--- src/sv/scbp_pkg.sv ---
// Shared types, constants and codes for the size-class block pool.
package scbp_pkg;

  localparam int AddrW  = 48;
  localparam int SizeW  = 32;
  localparam int BytesW = 40;
  localparam int AccW   = BytesW + 1;

  localparam int MinBlockBytes   = 4096;
  localparam int NumClassesDef   = 15;
  localparam int StackDepthDef   = 4;
  localparam int AddrBitsDef     = 48;

  localparam logic [BytesW-1:0] ThreshRst = 40'd1073741824;

  typedef enum logic [1:0] {
    REQ_ALLOC = 2'd0,
    REQ_FREE  = 2'd1,
    REQ_TRIM  = 2'd2
  } req_e;

  typedef enum logic [2:0] {
    KIND_HIT       = 3'd0,
    KIND_FETCH     = 3'd1,
    KIND_POOLED    = 3'd2,
    KIND_RELEASE   = 3'd3,
    KIND_TRIM_DONE = 3'd4
  } kind_e;

  typedef enum logic [3:0] {
    S_IDLE,
    S_CLASS,
    S_ALLOC,
    S_HIT,
    S_FREE,
    S_FREE2,
    S_TRIM,
    S_TSUB,
    S_TPOP
  } state_e;

  typedef struct packed {
    logic            sub;
    logic [AccW-1:0] a;
    logic [AccW-1:0] b;
  } alu_req_t;

  typedef struct packed {
    logic [AccW-1:0] res;
    logic            ge;
  } alu_rsp_t;

  typedef struct packed {
    logic              valid;
    kind_e             kind;
    logic [AddrW-1:0]  addr;
    logic [SizeW-1:0]  bytes;
    logic [BytesW-1:0] total;
    logic              last;
  } emit_t;

endpackage

--- src/sv/scbp_ram.sv ---
// Generic single-write, single-read RAM with registered read data.
module scbp_ram #(
  parameter int Width = 48,
  parameter int Depth = 60,
  parameter int Aw    = (Depth > 1) ? $clog2(Depth) : 1
) (
  input  logic             clk_i,
  input  logic             we_i,
  input  logic [Aw-1:0]    waddr_i,
  input  logic [Width-1:0] wdata_i,
  input  logic             re_i,
  input  logic [Aw-1:0]    raddr_i,
  output logic [Width-1:0] rdata_o
);

  logic [Width-1:0] mem_q [Depth];
  logic [Width-1:0] rdata_q;

  always_ff @(posedge clk_i) begin
    if (we_i) begin
      mem_q[waddr_i] <= wdata_i;
    end
    if (re_i) begin
      rdata_q <= mem_q[raddr_i];
    end
  end

  assign rdata_o = rdata_q;

endmodule

--- src/sv/scbp_alu.sv ---
// Shared add/subtract and compare unit used by the pool sequencer.
module scbp_alu (
  input  scbp_pkg::alu_req_t req_i,
  output scbp_pkg::alu_rsp_t rsp_o
);

  localparam int WideW = scbp_pkg::AccW + 1;

  logic [scbp_pkg::AccW-1:0] b_eff;
  logic [WideW-1:0]          wide;

  assign b_eff = req_i.sub ? ~req_i.b : req_i.b;
  assign wide  = {1'b0, req_i.a} + {1'b0, b_eff} + WideW'(req_i.sub);

  // on a subtract the carry out means a >= b
  assign rsp_o.res = wide[scbp_pkg::AccW-1:0];
  assign rsp_o.ge  = wide[WideW-1];

endmodule

--- src/sv/scbp_seq.sv ---
// Sequencer: class search, per-class stack counts, pooled total and trim walk.
module scbp_seq #(
  parameter int NUM_CLASSES = scbp_pkg::NumClassesDef,
  parameter int STACK_DEPTH = scbp_pkg::StackDepthDef,
  parameter int StW         = 48,
  parameter int RamAw       = 6
) (
  input  logic                        clk_i,
  input  logic                        rst_ni,
  input  logic                        in_valid_i,
  output logic                        in_stall_o,
  input  logic [1:0]                  req_type_i,
  input  logic [scbp_pkg::SizeW-1:0]  size_bytes_i,
  input  logic [scbp_pkg::AddrW-1:0]  address_i,
  input  logic [scbp_pkg::BytesW-1:0] keep_bytes_i,
  input  logic [scbp_pkg::BytesW-1:0] thresh_i,
  input  logic                        out_free_i,
  output scbp_pkg::emit_t             emit_o,
  output scbp_pkg::alu_req_t          alu_req_o,
  input  scbp_pkg::alu_rsp_t          alu_rsp_i,
  output logic                        ram_we_o,
  output logic [RamAw-1:0]            ram_waddr_o,
  output logic [StW-1:0]              ram_wdata_o,
  output logic                        ram_re_o,
  output logic [RamAw-1:0]            ram_raddr_o,
  input  logic [StW-1:0]              ram_rdata_i
);

  localparam int ClsW = $clog2(NUM_CLASSES + 1);
  localparam int IdxW = (NUM_CLASSES > 1) ? $clog2(NUM_CLASSES) : 1;
  localparam int CntW = $clog2(STACK_DEPTH + 1);
  localparam int AccW = scbp_pkg::AccW;
  localparam int BW   = scbp_pkg::BytesW;

  scbp_pkg::state_e state_q, state_d;
  logic [1:0]                 req_q, req_d;
  logic [scbp_pkg::SizeW-1:0] size_q, size_d;
  logic [StW-1:0]             addr_q, addr_d;
  logic [BW-1:0]              keep_q, keep_d;
  logic [ClsW-1:0]            cls_q, cls_d;
  logic [AccW-1:0]            acc_q, acc_d;
  logic [BW-1:0]              pooled_q, pooled_d;
  logic [BW-1:0]              total_q, total_d;
  logic [CntW-1:0]            count_q [NUM_CLASSES];
  logic [CntW-1:0]            count_d [NUM_CLASSES];

  logic [AccW-1:0] csize;
  logic            over;
  logic [IdxW-1:0] idx;
  logic [CntW-1:0] cnt_cur;
  logic [ClsW-1:0] cls_wrap;
  logic [RamAw-1:0] slot_top;
  logic [RamAw-1:0] slot_free;

  assign csize     = AccW'(scbp_pkg::MinBlockBytes) << cls_q;
  assign over      = (cls_q == ClsW'(NUM_CLASSES));
  assign idx       = cls_q[IdxW-1:0];
  assign cnt_cur   = count_q[idx];
  assign cls_wrap  = (cls_q == ClsW'(NUM_CLASSES - 1)) ? '0 : cls_q + ClsW'(1);
  assign slot_free = RamAw'(int'(idx) * STACK_DEPTH + int'(cnt_cur));
  assign slot_top  = slot_free - RamAw'(1);

  always_ff @(posedge clk_i or negedge rst_ni) begin
    if (!rst_ni) begin
      state_q  <= scbp_pkg::S_IDLE;
      pooled_q <= '0;
      for (int i = 0; i < NUM_CLASSES; i++) begin
        count_q[i] <= '0;
      end
    end else begin
      state_q  <= state_d;
      pooled_q <= pooled_d;
      count_q  <= count_d;
    end
  end

  always_ff @(posedge clk_i) begin
    req_q   <= req_d;
    size_q  <= size_d;
    addr_q  <= addr_d;
    keep_q  <= keep_d;
    cls_q   <= cls_d;
    acc_q   <= acc_d;
    total_q <= total_d;
  end

  always_comb begin
    state_d     = state_q;
    req_d       = req_q;
    size_d      = size_q;
    addr_d      = addr_q;
    keep_d      = keep_q;
    cls_d       = cls_q;
    acc_d       = acc_q;
    pooled_d    = pooled_q;
    total_d     = total_q;
    count_d     = count_q;
    in_stall_o  = 1'b1;
    emit_o      = '0;
    emit_o.kind = scbp_pkg::KIND_HIT;
    emit_o.last = 1'b1;
    alu_req_o   = '0;
    ram_we_o    = 1'b0;
    ram_waddr_o = slot_free;
    ram_wdata_o = addr_q;
    ram_re_o    = 1'b0;
    ram_raddr_o = slot_top;

    case (state_q)
      scbp_pkg::S_IDLE: begin
        in_stall_o = 1'b0;
        if (in_valid_i) begin
          req_d   = req_type_i;
          size_d  = size_bytes_i;
          addr_d  = address_i[StW-1:0];
          keep_d  = keep_bytes_i;
          cls_d   = '0;
          total_d = '0;
          case (scbp_pkg::req_e'(req_type_i))
            scbp_pkg::REQ_ALLOC: state_d = scbp_pkg::S_CLASS;
            scbp_pkg::REQ_FREE:  state_d = scbp_pkg::S_CLASS;
            scbp_pkg::REQ_TRIM:  state_d = scbp_pkg::S_TRIM;
            default:             state_d = scbp_pkg::S_IDLE;
          endcase
        end
      end

      // smallest class whose size covers the request, one class a cycle
      scbp_pkg::S_CLASS: begin
        alu_req_o.sub = 1'b1;
        alu_req_o.a   = csize;
        alu_req_o.b   = AccW'(size_q);
        if (over || alu_rsp_i.ge) begin
          state_d = (req_q == scbp_pkg::REQ_ALLOC) ? scbp_pkg::S_ALLOC : scbp_pkg::S_FREE;
        end else begin
          cls_d = cls_q + ClsW'(1);
        end
      end

      scbp_pkg::S_ALLOC: begin
        if (!over && cnt_cur != '0) begin
          ram_re_o      = 1'b1;
          count_d[idx]  = cnt_cur - CntW'(1);
          alu_req_o.sub = 1'b1;
          alu_req_o.a   = AccW'(pooled_q);
          alu_req_o.b   = csize;
          pooled_d      = alu_rsp_i.res[BW-1:0];
          state_d       = scbp_pkg::S_HIT;
        end else if (out_free_i) begin
          emit_o.valid = 1'b1;
          emit_o.kind  = scbp_pkg::KIND_FETCH;
          emit_o.bytes = over ? size_q : csize[scbp_pkg::SizeW-1:0];
          state_d      = scbp_pkg::S_IDLE;
        end
      end

      scbp_pkg::S_HIT: begin
        if (out_free_i) begin
          emit_o.valid = 1'b1;
          emit_o.kind  = scbp_pkg::KIND_HIT;
          emit_o.addr  = scbp_pkg::AddrW'(ram_rdata_i);
          state_d      = scbp_pkg::S_IDLE;
        end
      end

      scbp_pkg::S_FREE: begin
        if (!over && cnt_cur < CntW'(STACK_DEPTH)) begin
          alu_req_o.a = AccW'(pooled_q);
          alu_req_o.b = csize;
          acc_d       = alu_rsp_i.res;
          state_d     = scbp_pkg::S_FREE2;
        end else if (out_free_i) begin
          emit_o.valid = 1'b1;
          emit_o.kind  = scbp_pkg::KIND_RELEASE;
          emit_o.addr  = scbp_pkg::AddrW'(addr_q);
          emit_o.bytes = over ? size_q : csize[scbp_pkg::SizeW-1:0];
          state_d      = scbp_pkg::S_IDLE;
        end
      end

      // acc_q holds pooled plus class size; release if it reaches the threshold
      scbp_pkg::S_FREE2: begin
        alu_req_o.sub = 1'b1;
        alu_req_o.a   = acc_q;
        alu_req_o.b   = AccW'(thresh_i);
        if (out_free_i) begin
          emit_o.valid = 1'b1;
          state_d      = scbp_pkg::S_IDLE;
          if (alu_rsp_i.ge) begin
            emit_o.kind  = scbp_pkg::KIND_RELEASE;
            emit_o.addr  = scbp_pkg::AddrW'(addr_q);
            emit_o.bytes = csize[scbp_pkg::SizeW-1:0];
          end else begin
            emit_o.kind  = scbp_pkg::KIND_POOLED;
            ram_we_o     = 1'b1;
            count_d[idx] = cnt_cur + CntW'(1);
            pooled_d     = acc_q[BW-1:0];
          end
        end
      end

      // round-robin walk; stops once keep >= pooled
      scbp_pkg::S_TRIM: begin
        alu_req_o.sub = 1'b1;
        alu_req_o.a   = AccW'(keep_q);
        alu_req_o.b   = AccW'(pooled_q);
        if (alu_rsp_i.ge) begin
          if (out_free_i) begin
            emit_o.valid = 1'b1;
            emit_o.kind  = scbp_pkg::KIND_TRIM_DONE;
            emit_o.total = total_q;
            state_d      = scbp_pkg::S_IDLE;
          end
        end else if (cnt_cur != '0) begin
          ram_re_o     = 1'b1;
          count_d[idx] = cnt_cur - CntW'(1);
          state_d      = scbp_pkg::S_TSUB;
        end else begin
          cls_d = cls_wrap;
        end
      end

      scbp_pkg::S_TSUB: begin
        alu_req_o.sub = 1'b1;
        alu_req_o.a   = AccW'(pooled_q);
        alu_req_o.b   = csize;
        pooled_d      = alu_rsp_i.res[BW-1:0];
        state_d       = scbp_pkg::S_TPOP;
      end

      scbp_pkg::S_TPOP: begin
        alu_req_o.a = AccW'(total_q);
        alu_req_o.b = csize;
        if (out_free_i) begin
          total_d      = alu_rsp_i.res[BW-1:0];
          emit_o.valid = 1'b1;
          emit_o.kind  = scbp_pkg::KIND_RELEASE;
          emit_o.addr  = scbp_pkg::AddrW'(ram_rdata_i);
          emit_o.bytes = csize[scbp_pkg::SizeW-1:0];
          emit_o.last  = 1'b0;
          cls_d        = cls_wrap;
          state_d      = scbp_pkg::S_TRIM;
        end
      end

      default: begin
        state_d = scbp_pkg::S_IDLE;
      end
    endcase
  end

`ifndef SYNTH
  a_no_rw_clash: assert property (@(posedge clk_i) disable iff (!rst_ni)
    !(ram_we_o && ram_re_o))
    else $error("stack RAM read and write in one cycle");

  a_read_then_use: assert property (@(posedge clk_i) disable iff (!rst_ni)
    ram_re_o |=> (state_q == scbp_pkg::S_HIT || state_q == scbp_pkg::S_TSUB))
    else $error("stack read not followed by its consumer");

  a_count_bound: assert property (@(posedge clk_i) disable iff (!rst_ni)
    (state_q != scbp_pkg::S_IDLE && !over) |-> (cnt_cur <= CntW'(STACK_DEPTH)))
    else $error("class count beyond stack depth");

  a_last_only_trim: assert property (@(posedge clk_i) disable iff (!rst_ni)
    (emit_o.valid && !emit_o.last) |-> (state_q == scbp_pkg::S_TPOP))
    else $error("non-final beat outside trim walk");
`endif

endmodule

--- src/sv/size_class_block_pool.sv ---
// Size-class block pool: per-class LIFO stacks of freed addresses with a shared adder.
// An allocate or free first searches for its class, one class per cycle through the
// shared adder, with one more state for a pool hit or a free that passes the stack-full
// check; an oversized request searches all NUM_CLASSES classes. A trim walks the classes
// round-robin, popping one block from each non-empty class it visits until keep covers
// the pooled total, then sends a done beat. A result stalled downstream holds the
// sequencer until the result register frees. The block takes one request at a time; the
// result register lets the next request start while the previous beat is still waiting.
module size_class_block_pool #(
  parameter int NUM_CLASSES = scbp_pkg::NumClassesDef,
  parameter int STACK_DEPTH = scbp_pkg::StackDepthDef,
  parameter int ADDR_BITS   = scbp_pkg::AddrBitsDef
) (
  input  logic                        clk_i,
  input  logic                        rst_ni,
  input  logic                        cfg_valid_i,
  output logic                        cfg_ready_o,
  input  logic [scbp_pkg::BytesW-1:0] cfg_data_i,
  input  logic                        in_valid_i,
  output logic                        in_stall_o,
  input  logic [1:0]                  req_type_i,
  input  logic [scbp_pkg::SizeW-1:0]  size_bytes_i,
  input  logic [scbp_pkg::AddrW-1:0]  address_i,
  input  logic [scbp_pkg::BytesW-1:0] keep_bytes_i,
  output logic                        out_valid_o,
  input  logic                        out_stall_i,
  output logic [2:0]                  kind_o,
  output logic [scbp_pkg::AddrW-1:0]  address_res_o,
  output logic [scbp_pkg::SizeW-1:0]  block_bytes_o,
  output logic [scbp_pkg::BytesW-1:0] released_total_o,
  output logic                        last_o
);

  localparam int StW      = (ADDR_BITS < scbp_pkg::AddrW) ? ADDR_BITS : scbp_pkg::AddrW;
  localparam int RamDepth = NUM_CLASSES * STACK_DEPTH;
  localparam int RamAw    = (RamDepth > 1) ? $clog2(RamDepth) : 1;

  logic [scbp_pkg::BytesW-1:0] thresh_q;
  logic                        out_valid_q;
  scbp_pkg::emit_t             out_q;
  logic                        out_free;

  scbp_pkg::emit_t    emit;
  scbp_pkg::alu_req_t alu_req;
  scbp_pkg::alu_rsp_t alu_rsp;

  logic             ram_we;
  logic [RamAw-1:0] ram_waddr;
  logic [StW-1:0]   ram_wdata;
  logic             ram_re;
  logic [RamAw-1:0] ram_raddr;
  logic [StW-1:0]   ram_rdata;

  assign cfg_ready_o = 1'b1;
  assign out_free    = !out_valid_q || !out_stall_i;

  always_ff @(posedge clk_i or negedge rst_ni) begin
    if (!rst_ni) begin
      thresh_q    <= scbp_pkg::ThreshRst;
      out_valid_q <= 1'b0;
    end else begin
      if (cfg_valid_i) begin
        thresh_q <= cfg_data_i;
      end
      if (emit.valid) begin
        out_valid_q <= 1'b1;
      end else if (!out_stall_i) begin
        out_valid_q <= 1'b0;
      end
    end
  end

  // result beat register, loaded only when free
  always_ff @(posedge clk_i) begin
    if (emit.valid) begin
      out_q <= emit;
    end
  end

  assign out_valid_o      = out_valid_q;
  assign kind_o           = out_q.kind;
  assign address_res_o    = out_q.addr;
  assign block_bytes_o    = out_q.bytes;
  assign released_total_o = out_q.total;
  assign last_o           = out_q.last;

  scbp_seq #(
    .NUM_CLASSES (NUM_CLASSES),
    .STACK_DEPTH (STACK_DEPTH),
    .StW         (StW),
    .RamAw       (RamAw)
  ) u_seq (
    .clk_i        (clk_i),
    .rst_ni       (rst_ni),
    .in_valid_i   (in_valid_i),
    .in_stall_o   (in_stall_o),
    .req_type_i   (req_type_i),
    .size_bytes_i (size_bytes_i),
    .address_i    (address_i),
    .keep_bytes_i (keep_bytes_i),
    .thresh_i     (thresh_q),
    .out_free_i   (out_free),
    .emit_o       (emit),
    .alu_req_o    (alu_req),
    .alu_rsp_i    (alu_rsp),
    .ram_we_o     (ram_we),
    .ram_waddr_o  (ram_waddr),
    .ram_wdata_o  (ram_wdata),
    .ram_re_o     (ram_re),
    .ram_raddr_o  (ram_raddr),
    .ram_rdata_i  (ram_rdata)
  );

  scbp_alu u_alu (
    .req_i (alu_req),
    .rsp_o (alu_rsp)
  );

  scbp_ram #(
    .Width (StW),
    .Depth (RamDepth),
    .Aw    (RamAw)
  ) u_stack_ram (
    .clk_i   (clk_i),
    .we_i    (ram_we),
    .waddr_i (ram_waddr),
    .wdata_i (ram_wdata),
    .re_i    (ram_re),
    .raddr_i (ram_raddr),
    .rdata_o (ram_rdata)
  );

`ifndef SYNTH
  a_emit_when_free: assert property (@(posedge clk_i) disable iff (!rst_ni)
    emit.valid |-> out_free)
    else $error("result beat produced while output register busy");

  a_busy_no_accept: assert property (@(posedge clk_i) disable iff (!rst_ni)
    (in_valid_i && !in_stall_o &&
     (req_type_i == scbp_pkg::REQ_ALLOC || req_type_i == scbp_pkg::REQ_FREE ||
      req_type_i == scbp_pkg::REQ_TRIM)) |=> in_stall_o)
    else $error("request accepted without going busy");

  a_beat_held: assert property (@(posedge clk_i) disable iff (!rst_ni)
    (out_valid_o && out_stall_i) |=> (out_valid_o && $stable(address_res_o)))
    else $error("stalled result beat lost");
`endif

endmodule

--- config.mk ---
export PLATFORM = sky130hd
export DESIGN_NAME = size_class_block_pool
export DESIGN_NICKNAME = d
export VERILOG_FILES = /design/src/sv/scbp_pkg.sv /design/src/sv/scbp_ram.sv /design/src/sv/scbp_alu.sv /design/src/sv/scbp_seq.sv /design/src/sv/size_class_block_pool.sv
export SDC_FILE = /design/constraint.sdc
export NUM_CORES = 2
export LEC_CHECK = 0
export BUFFER_PORTS_ARGS = -buffer_cell sky130_fd_sc_hd__buf_2
export CAP_MARGIN = 20
export CORE_AREA = 5 5 505 507
export CTS_BUF_LIST = sky130_fd_sc_hd__clkbuf_8
export DETAILED_ROUTE_END_ITERATION = 8
export DIE_AREA = 0 0 510 512
export PLACE_DENSITY = 0.75
export SLEW_MARGIN = 20
export SYNTH_ARGS = -nofsm -noshare
export SYNTH_HDL_FRONTEND = slang
export SYNTH_SLANG_ARGS = --single-unit
--- constraint.sdc ---
create_clock -name clk_i -period 18.2 [get_ports clk_i]
set_clock_uncertainty 0.2 [all_clocks]
set_input_delay 0.91 -clock clk_i [delete_from_list [all_inputs] [get_ports clk_i]]
set_output_delay 0.91 -clock clk_i [all_outputs]
set_load 0.005 [all_outputs]
Word-level counts from Yosys, hierarchy flattened

Memory sizes are Yosys's and may differ from the RTL's. A register that Yosys moved wholly into a read port is not among the register bits.
Index checks and enable logic that the tools add are counted.

Add/sub/neg operators: 7
$lt $le $gt $ge: 3
Equal/unequal tests: 24
Shift operators: 1
Mux-type cells: 73
Bitwise gates (word level): 2
Reductions and logical operators: 27

Operators by type and width:

| operator                | count |
|---|---|
| $pmux W82 S7            | 1 |
| $mux W84                | 4 |
| $mux W45                | 5 |
| $mux W40                | 5 |
| $pmux W48 S4            | 1 |
| $pmux W45 S3            | 1 |
| $pmux W32 S4            | 1 |
| $pmux W40 S3            | 1 |
| $mux W32                | 3 |
| $bwmux W45              | 2 |
| $mux W83                | 1 |
| $mux W81                | 1 |
| $mux W80                | 1 |
| $pmux W40 S2            | 1 |
| $mux W4                 | 18 |
| $mux W52                | 1 |
| $add A41 B41 Y42        | 1 |
| $add A42 B1 Y42         | 1 |
| $mux W41                | 1 |
| $not A41 Y41            | 1 |
| $shl A13 B4 Y41 const A | 1 |
| $pmux W4 S8             | 1 |
| $pmux W4 S6             | 1 |
| $eq A4 B3 Y1 const B    | 4 |
| other kinds (38)        | 79 |

Register bits after elaboration: 461
Bits in writable memories: 2880
Input bits: 167
Output and inout bits: 127
Word-level logic and storage cells: 169
Memories kept: 1

Memory list:

| name              | words | width | read ports | clocked after Yosys merged registers in | wr ports | line           | text |
|---|---|---|---|---|---|---|---|
| u_stack_ram.mem_q | 60    | 48    | 1          | 1                                       | 1        | scbp_ram.sv:16 | `logic [Width-1:0] mem_q [Depth];` |

Logic depth before layout (Yosys ltp)

Depth after elaboration: 17
Depth in mapped cells: 32
Depth with buffers taken out: 22

By module

From an unflattened synthesis, not the netlist that was laid out.

Cell total of the unflattened synthesis: 6462
Area total of the unflattened synthesis: 133309.1 µm²

Modules (own cells, without submodules):

| module                | instances | cells an instance | area an instance (µm²) | sequential area each (µm²) |
|---|---|---|---|---|
| scbp_ram              | 1         | 4712              | 110827.5               | 87924.3 |
| scbp_seq              | 1         | 1149              | 14311.2                | 8443.1 |
| size_class_block_pool | 1         | 213               | 5268.8                 | 4750.8 |
| scbp_alu              | 1         | 388               | 2901.5                 | 0.0 |

Worst setup path before layout

OpenSTA, ideal clock, no wires.

Path type: register to register
Start point: reg u_seq.cls_q[0]
End point: reg out_q (netlist bit address_res_o[0]) (enable)
Library setup time: 0.608 ns
Arrival time: 11.145 ns
Data required time: 17.392 ns
Slack: 6.247 ns
Stages on the path, launching flop included: 29
Path buffers: 10
Period minus slack after synthesis: 11.953 ns
Path through: edfxtp_1 -> buf_6 -> mux2_4 -> mux4_2 -> buf_2 -> mux2i_4 -> buf_6 -> buf_4 -> buf_2 -> buf_2 -> buf_2 -> ha_1 -> and2_1 -> a21o_1 -> clkbuf_1 -> clkbuf_1 -> xnor2_1 -> ha_1 -> a21oi_1 -> o21ai_0 -> nand2_1 -> a311oi_1 -> o22ai_2 -> o21ai_2 -> buf_6 -> nand2_1 -> nor2_2 -> nor2_1 -> nor2_1

RTL lines:

| element                | line                        | text |
|---|---|---|
| from (decl)            | scbp_seq.sv:40              | `logic [ClsW-1:0] cls_q, cls_d;` |
| from (signal assigned) | scbp_seq.sv:82              | `cls_q <= cls_d;` |
| to (signal assigned)   | size_class_block_pool.sv:76 | `out_q <= emit;` |
| to (decl)              | size_class_block_pool.sv:40 | `scbp_pkg::emit_t out_q;` |

Worst setup path in the final report

Start point: reg u_seq.cls_q[0]
End point: mem u_stack_ram.mem_q[2][13] (enable)

Word-level cells in the longest chain between the ends: 17
Elaborated cells between the ends (all ways): 25
Those cells by class: 3 x add/sub; 1 x order compare; 1 x eq/ne; 1 x shift; 13 x mux; 2 x bitwise; 4 x reduce/logical

RTL lines:

| element                                            | line                             | text |
|---|---|---|
| $not A4 Y5 (implied by the code)                   | scbp_seq.sv:58                   | `assign cnt_cur = count_q[idx];` |
| $bmux W3 S4                                        | scbp_seq.sv:58                   |  |
| $mux W3 (implied by the code) (2 in a row)         | scbp_seq.sv:58                   |  |
| $lt A3 B3 Y1 or $reduce_bool A3 Y1 (tied branches) | scbp_seq.sv:167, scbp_seq.sv:141 |  |
| $logic_and A1 B1 Y1 (on tied branches)             | scbp_seq.sv:167, scbp_seq.sv:141 |  |
| $mux W81 or $mux W83 (tied branches)               | scbp_seq.sv:167, scbp_seq.sv:141 |  |
| $pmux W82 S7                                       | scbp_seq.sv:109                  | `case (state_q)` |
| $not A41 Y41                                       | scbp_alu.sv:12                   | `assign b_eff = req_i.sub ? ~req_i.b : req_i.b;` |
| $mux W41                                           | scbp_alu.sv:12                   |  |
| $add A41 B41 Y42                                   | scbp_alu.sv:13                   | `assign wide = {1'b0, req_i.a} + {1'b0, b_eff} + WideW'(req_i.sub);` |
| $add A42 B1 Y42                                    | scbp_alu.sv:13                   |  |
| $mux W1                                            | scbp_seq.sv:189                  | `if (alu_rsp_i.ge) begin` |
| $mux W1                                            | scbp_seq.sv:186                  | `if (out_free_i) begin` |
| $mux W1                                            | scbp_seq.sv:109                  |  |
| $mux W1                                            | scbp_ram.sv:20                   | `if (we_i) begin` |
| $mux W1 (implied by the code)                      | scbp_ram.sv:21                   | `mem_q[waddr_i] <= wdata_i;` |
| to (decl)                                          | scbp_ram.sv:16                   |  |

Several ways; a longest one is shown, not always the timed one. The select of a mux whose other input is x is not followed.

==> metrics <==
max_cap viols=0; H-tree depth=6; fin. max-slew vios=0; Worst EP required=18.62 ns; clk_lat worst skew=1.08 ns; first-pass GRT wire length=564.3 mm; Yosys top cell by area=edfxtp_1; mux contribution to synthesized area=6.547%; die span in y=512 um; post-synthesis xor/xnor area fraction=0.4395%; syn avg cell area=14.38 um^2; post-synthesis cell count=9525; most frequent cell after synthesis=edfxtp_1; pin count of the biggest net entering global routing=153; ANT nets after route=0; syn_nets=9744; Seq cells post-synth=3389; I/O pin count=294; Congestion Overflow GR=0; status=finished, violations left; Final #Nets=10357; CP Capture Type=flop; Routed WL per cell=28.17 um; Yosys cell types=82; layout cell share with drive strength beyond 1=14.55%; async set or reset register ratio after synthesis=3.836%; Core ar.=250000 um^2; endpoints failing setup=0; Setup TNS Final=0 ns; Post-Route WL=391.2 mm; sequential-to-total area share from yosys stat=73.84%; Setup Crit Path Kind=reg -> reg; Initial Util=54.77%; Overall Global Routing Usage=29.11%; clock transition at the registers of the reported paths=0.06 ns; Synth Area in Compound Gates=6.685%; via count=87790; Die ar.=261100 um^2; Synth Area in Adders=0.4806%; # DRC=12; CP arrival=10.44 ns; largest family of logic cells by synthesized area=simple AND/OR/NAND/NOR gates; slew of the pin with the lowest slew margin=1.226 ns; Fin. Hold Viols=0; final instance area=154000 um^2; Most Frequent Cell on Critical Path=buf_4; FP Rows=184; slack of the critical path=8.178 ns; pre-CTS setup slack=8.022 ns; final worst path period need=10.02 ns; worst-path fanout max=41; Slowest Stage Delay on Critical Path=0.86 ns; fin crit share=55.07%; Min-Delay Path Class=in -> reg; 1st-iter DRT viols=13796; # fillers=17828; CTS root buf=clkbuf_8; post-synth top area share=71.46%; vias in the first global route=85320; area post-placement=142500 um^2; Finished Core Util=61.59%; WP buf/inv=4; Hold Path Origin=cfg_data_i[20]; RSZ-0062 raised after global routing=no; via/cell ratio=6.320; CTS tree=yes; Slew headroom=17.51%; DRT Pass-1 Iters=9; clock sink count=3389; worst reg2reg startpoint=u_seq.cls_q[0]; Post-synth top flop=edfxtp_1; HPWL after detailed placement=224.4 mm; total CTS buffers=545; number of I/O port buffers=292; failing checks=DRC; Peak Freq=99.78 MHz; Post-synth EDFFs=3259; top cells by count, synth=3259 x edfxtp_1, 2189 x nand2_1, 727 x a21oi_1; ranking of synthesized cells by area=edfxtp_1 71%, nand2_1 6.0%, mux2i_1 2.9%; CP top delay family=simple AND/OR/NAND/NOR gates; Placer Congestion=0.9148; Mapped Area=136900 um^2; Worst setup SP type=flop; Synth warnings=0; Critical Path Start=u_seq.cls_q[0]; slowest CP cell=mux4_4; initial antenna violation count=16; simple-gate area share of the yosys netlist=9.995%; postcts setup bufs=0; Die Wd=510 um; area grow syn2layout=12.44%; PostCTS Resize Cnt=0; Max Root-Sink Buffers=4
## kinds of logic after synthesis
family                   count (synthesis)
AND/OR/NAND/NOR                       3190
flip-flops                            3389
adder cells (fa/ha/maj)                 52
XOR/XNOR                                67
multiplexers                           663
other                                    1
buffers and inverters                  651
AO/OA/AOI/OAI                         1512
## what timing repair did
| action | CTS | global route |
|---|---|---|
| hold buffers | 162 | 0 |
| endpoints found under the hold margin | 220 | 0 |
| setup endpoints to repair | 0 | 0 |
## worst paths after layout
| check | end | slack [ns] | cells past startpoint |
|---|---|---|---|
| max | u_stack_ram.mem_q[2][13] | 8.18 | 25 |
| min | thresh_q[20] | 0.16 | 2 |
| max reg2reg | u_stack_ram.mem_q[2][13] | 8.18 | 25 |
| min reg2reg | u_seq.count_q[30] | 0.28 | 2 |
| max in group asynchronous | u_seq.count_q[8] | 15.98 | 3 |
| min in group asynchronous | thresh_q[35] | 0.32 | 2 |
## layout by cell type, fill, tap and decap left out, types with 13 or more instances in the layout
cell type and instances:
or4_1 32, a222oi_1 56, clkinv_1 111, ha_1 51, nor2_4 68, o21ai_1 28
nand3_1 354, and2_1 93, a31oi_1 137, mux2i_1 393, o22ai_1 205, xnor2_1 45
nor4_1 171, bufinv_16 15, xor2_1 14, clkinv_2 34, dfrtp_1 129, a32oi_1 27
buf_4 201, inv_6 14, a221o_1 14, nand4_1 87, a21oi_1 727, buf_2 292
edfxtp_1 3259, mux4_2 172, nand2b_1 13, o211a_1 18, nand2_1 2185, dlygate4sd3_1 162
inv_1 228, clkinvlp_4 17, a22o_1 49, a221oi_1 20, clkbuf_8 565, nor3_1 42
o221ai_1 19, mux2_2 82, o21ai_0 127, nor2_1 86
## metrics by stage
step,hold WS (ns),cells
finish,0.1642,13890
global route,0.1043,13886
CTS,0.08464,13882
detailed placement,0.2726,12776
global placement,0.2688,12775
floorplan,0.2422,9525
## worst reg2reg max path, delay by kind of cell, from the launching register on
kind                     cells  cell delay, ns
AND/OR/NAND/NOR              7            3.53
flip-flops                   1            0.32
buffers and inverters        4            1.45
AO/OA/AOI/OAI                8            1.52
XOR/XNOR                     1            0.17
multiplexers                 3            1.72
adder cells (fa/ha/maj)      2            0.68
## sequential cells by signal (all words and copies together), names as in the netlist, 40 cells and up
signal               cells
u_seq.total_q           40
released_total_o        40
u_stack_ram.mem_q     2880
u_stack_ram.rdata_o     48
u_seq.ram_wdata_o       48
u_seq.count_q           45
u_seq.keep_q            40
thresh_q                40
u_seq.acc_q             41
u_seq.pooled_q          40
address_res_o           48
## layer usage
metal	wire, um	share of wire, %	track usage (%)
met3	47480	12	7.214
met1	142700	36	39.50
met2	182200	47	45.09
met4	18760	4.8	12.74
met5	72	0.018	0
## layout make-up
type	instances	area, um^2	area share (%)
flip-flops and latches	3389	101100	65.67
multi-input cells	5485	33820	21.96
clock buffers	565	7776	5.050
repair buffers	665	4778	3.103
well taps	3348	4189	2.721
clock inverters	379	2068	1.343
inverters	52	210.2	0.1365
diodes	7	17.52	0.01138
Power is left out: the tool's default activity adds up to more than one toggle a clock period on the data nets, which glitch-free logic cannot reach.
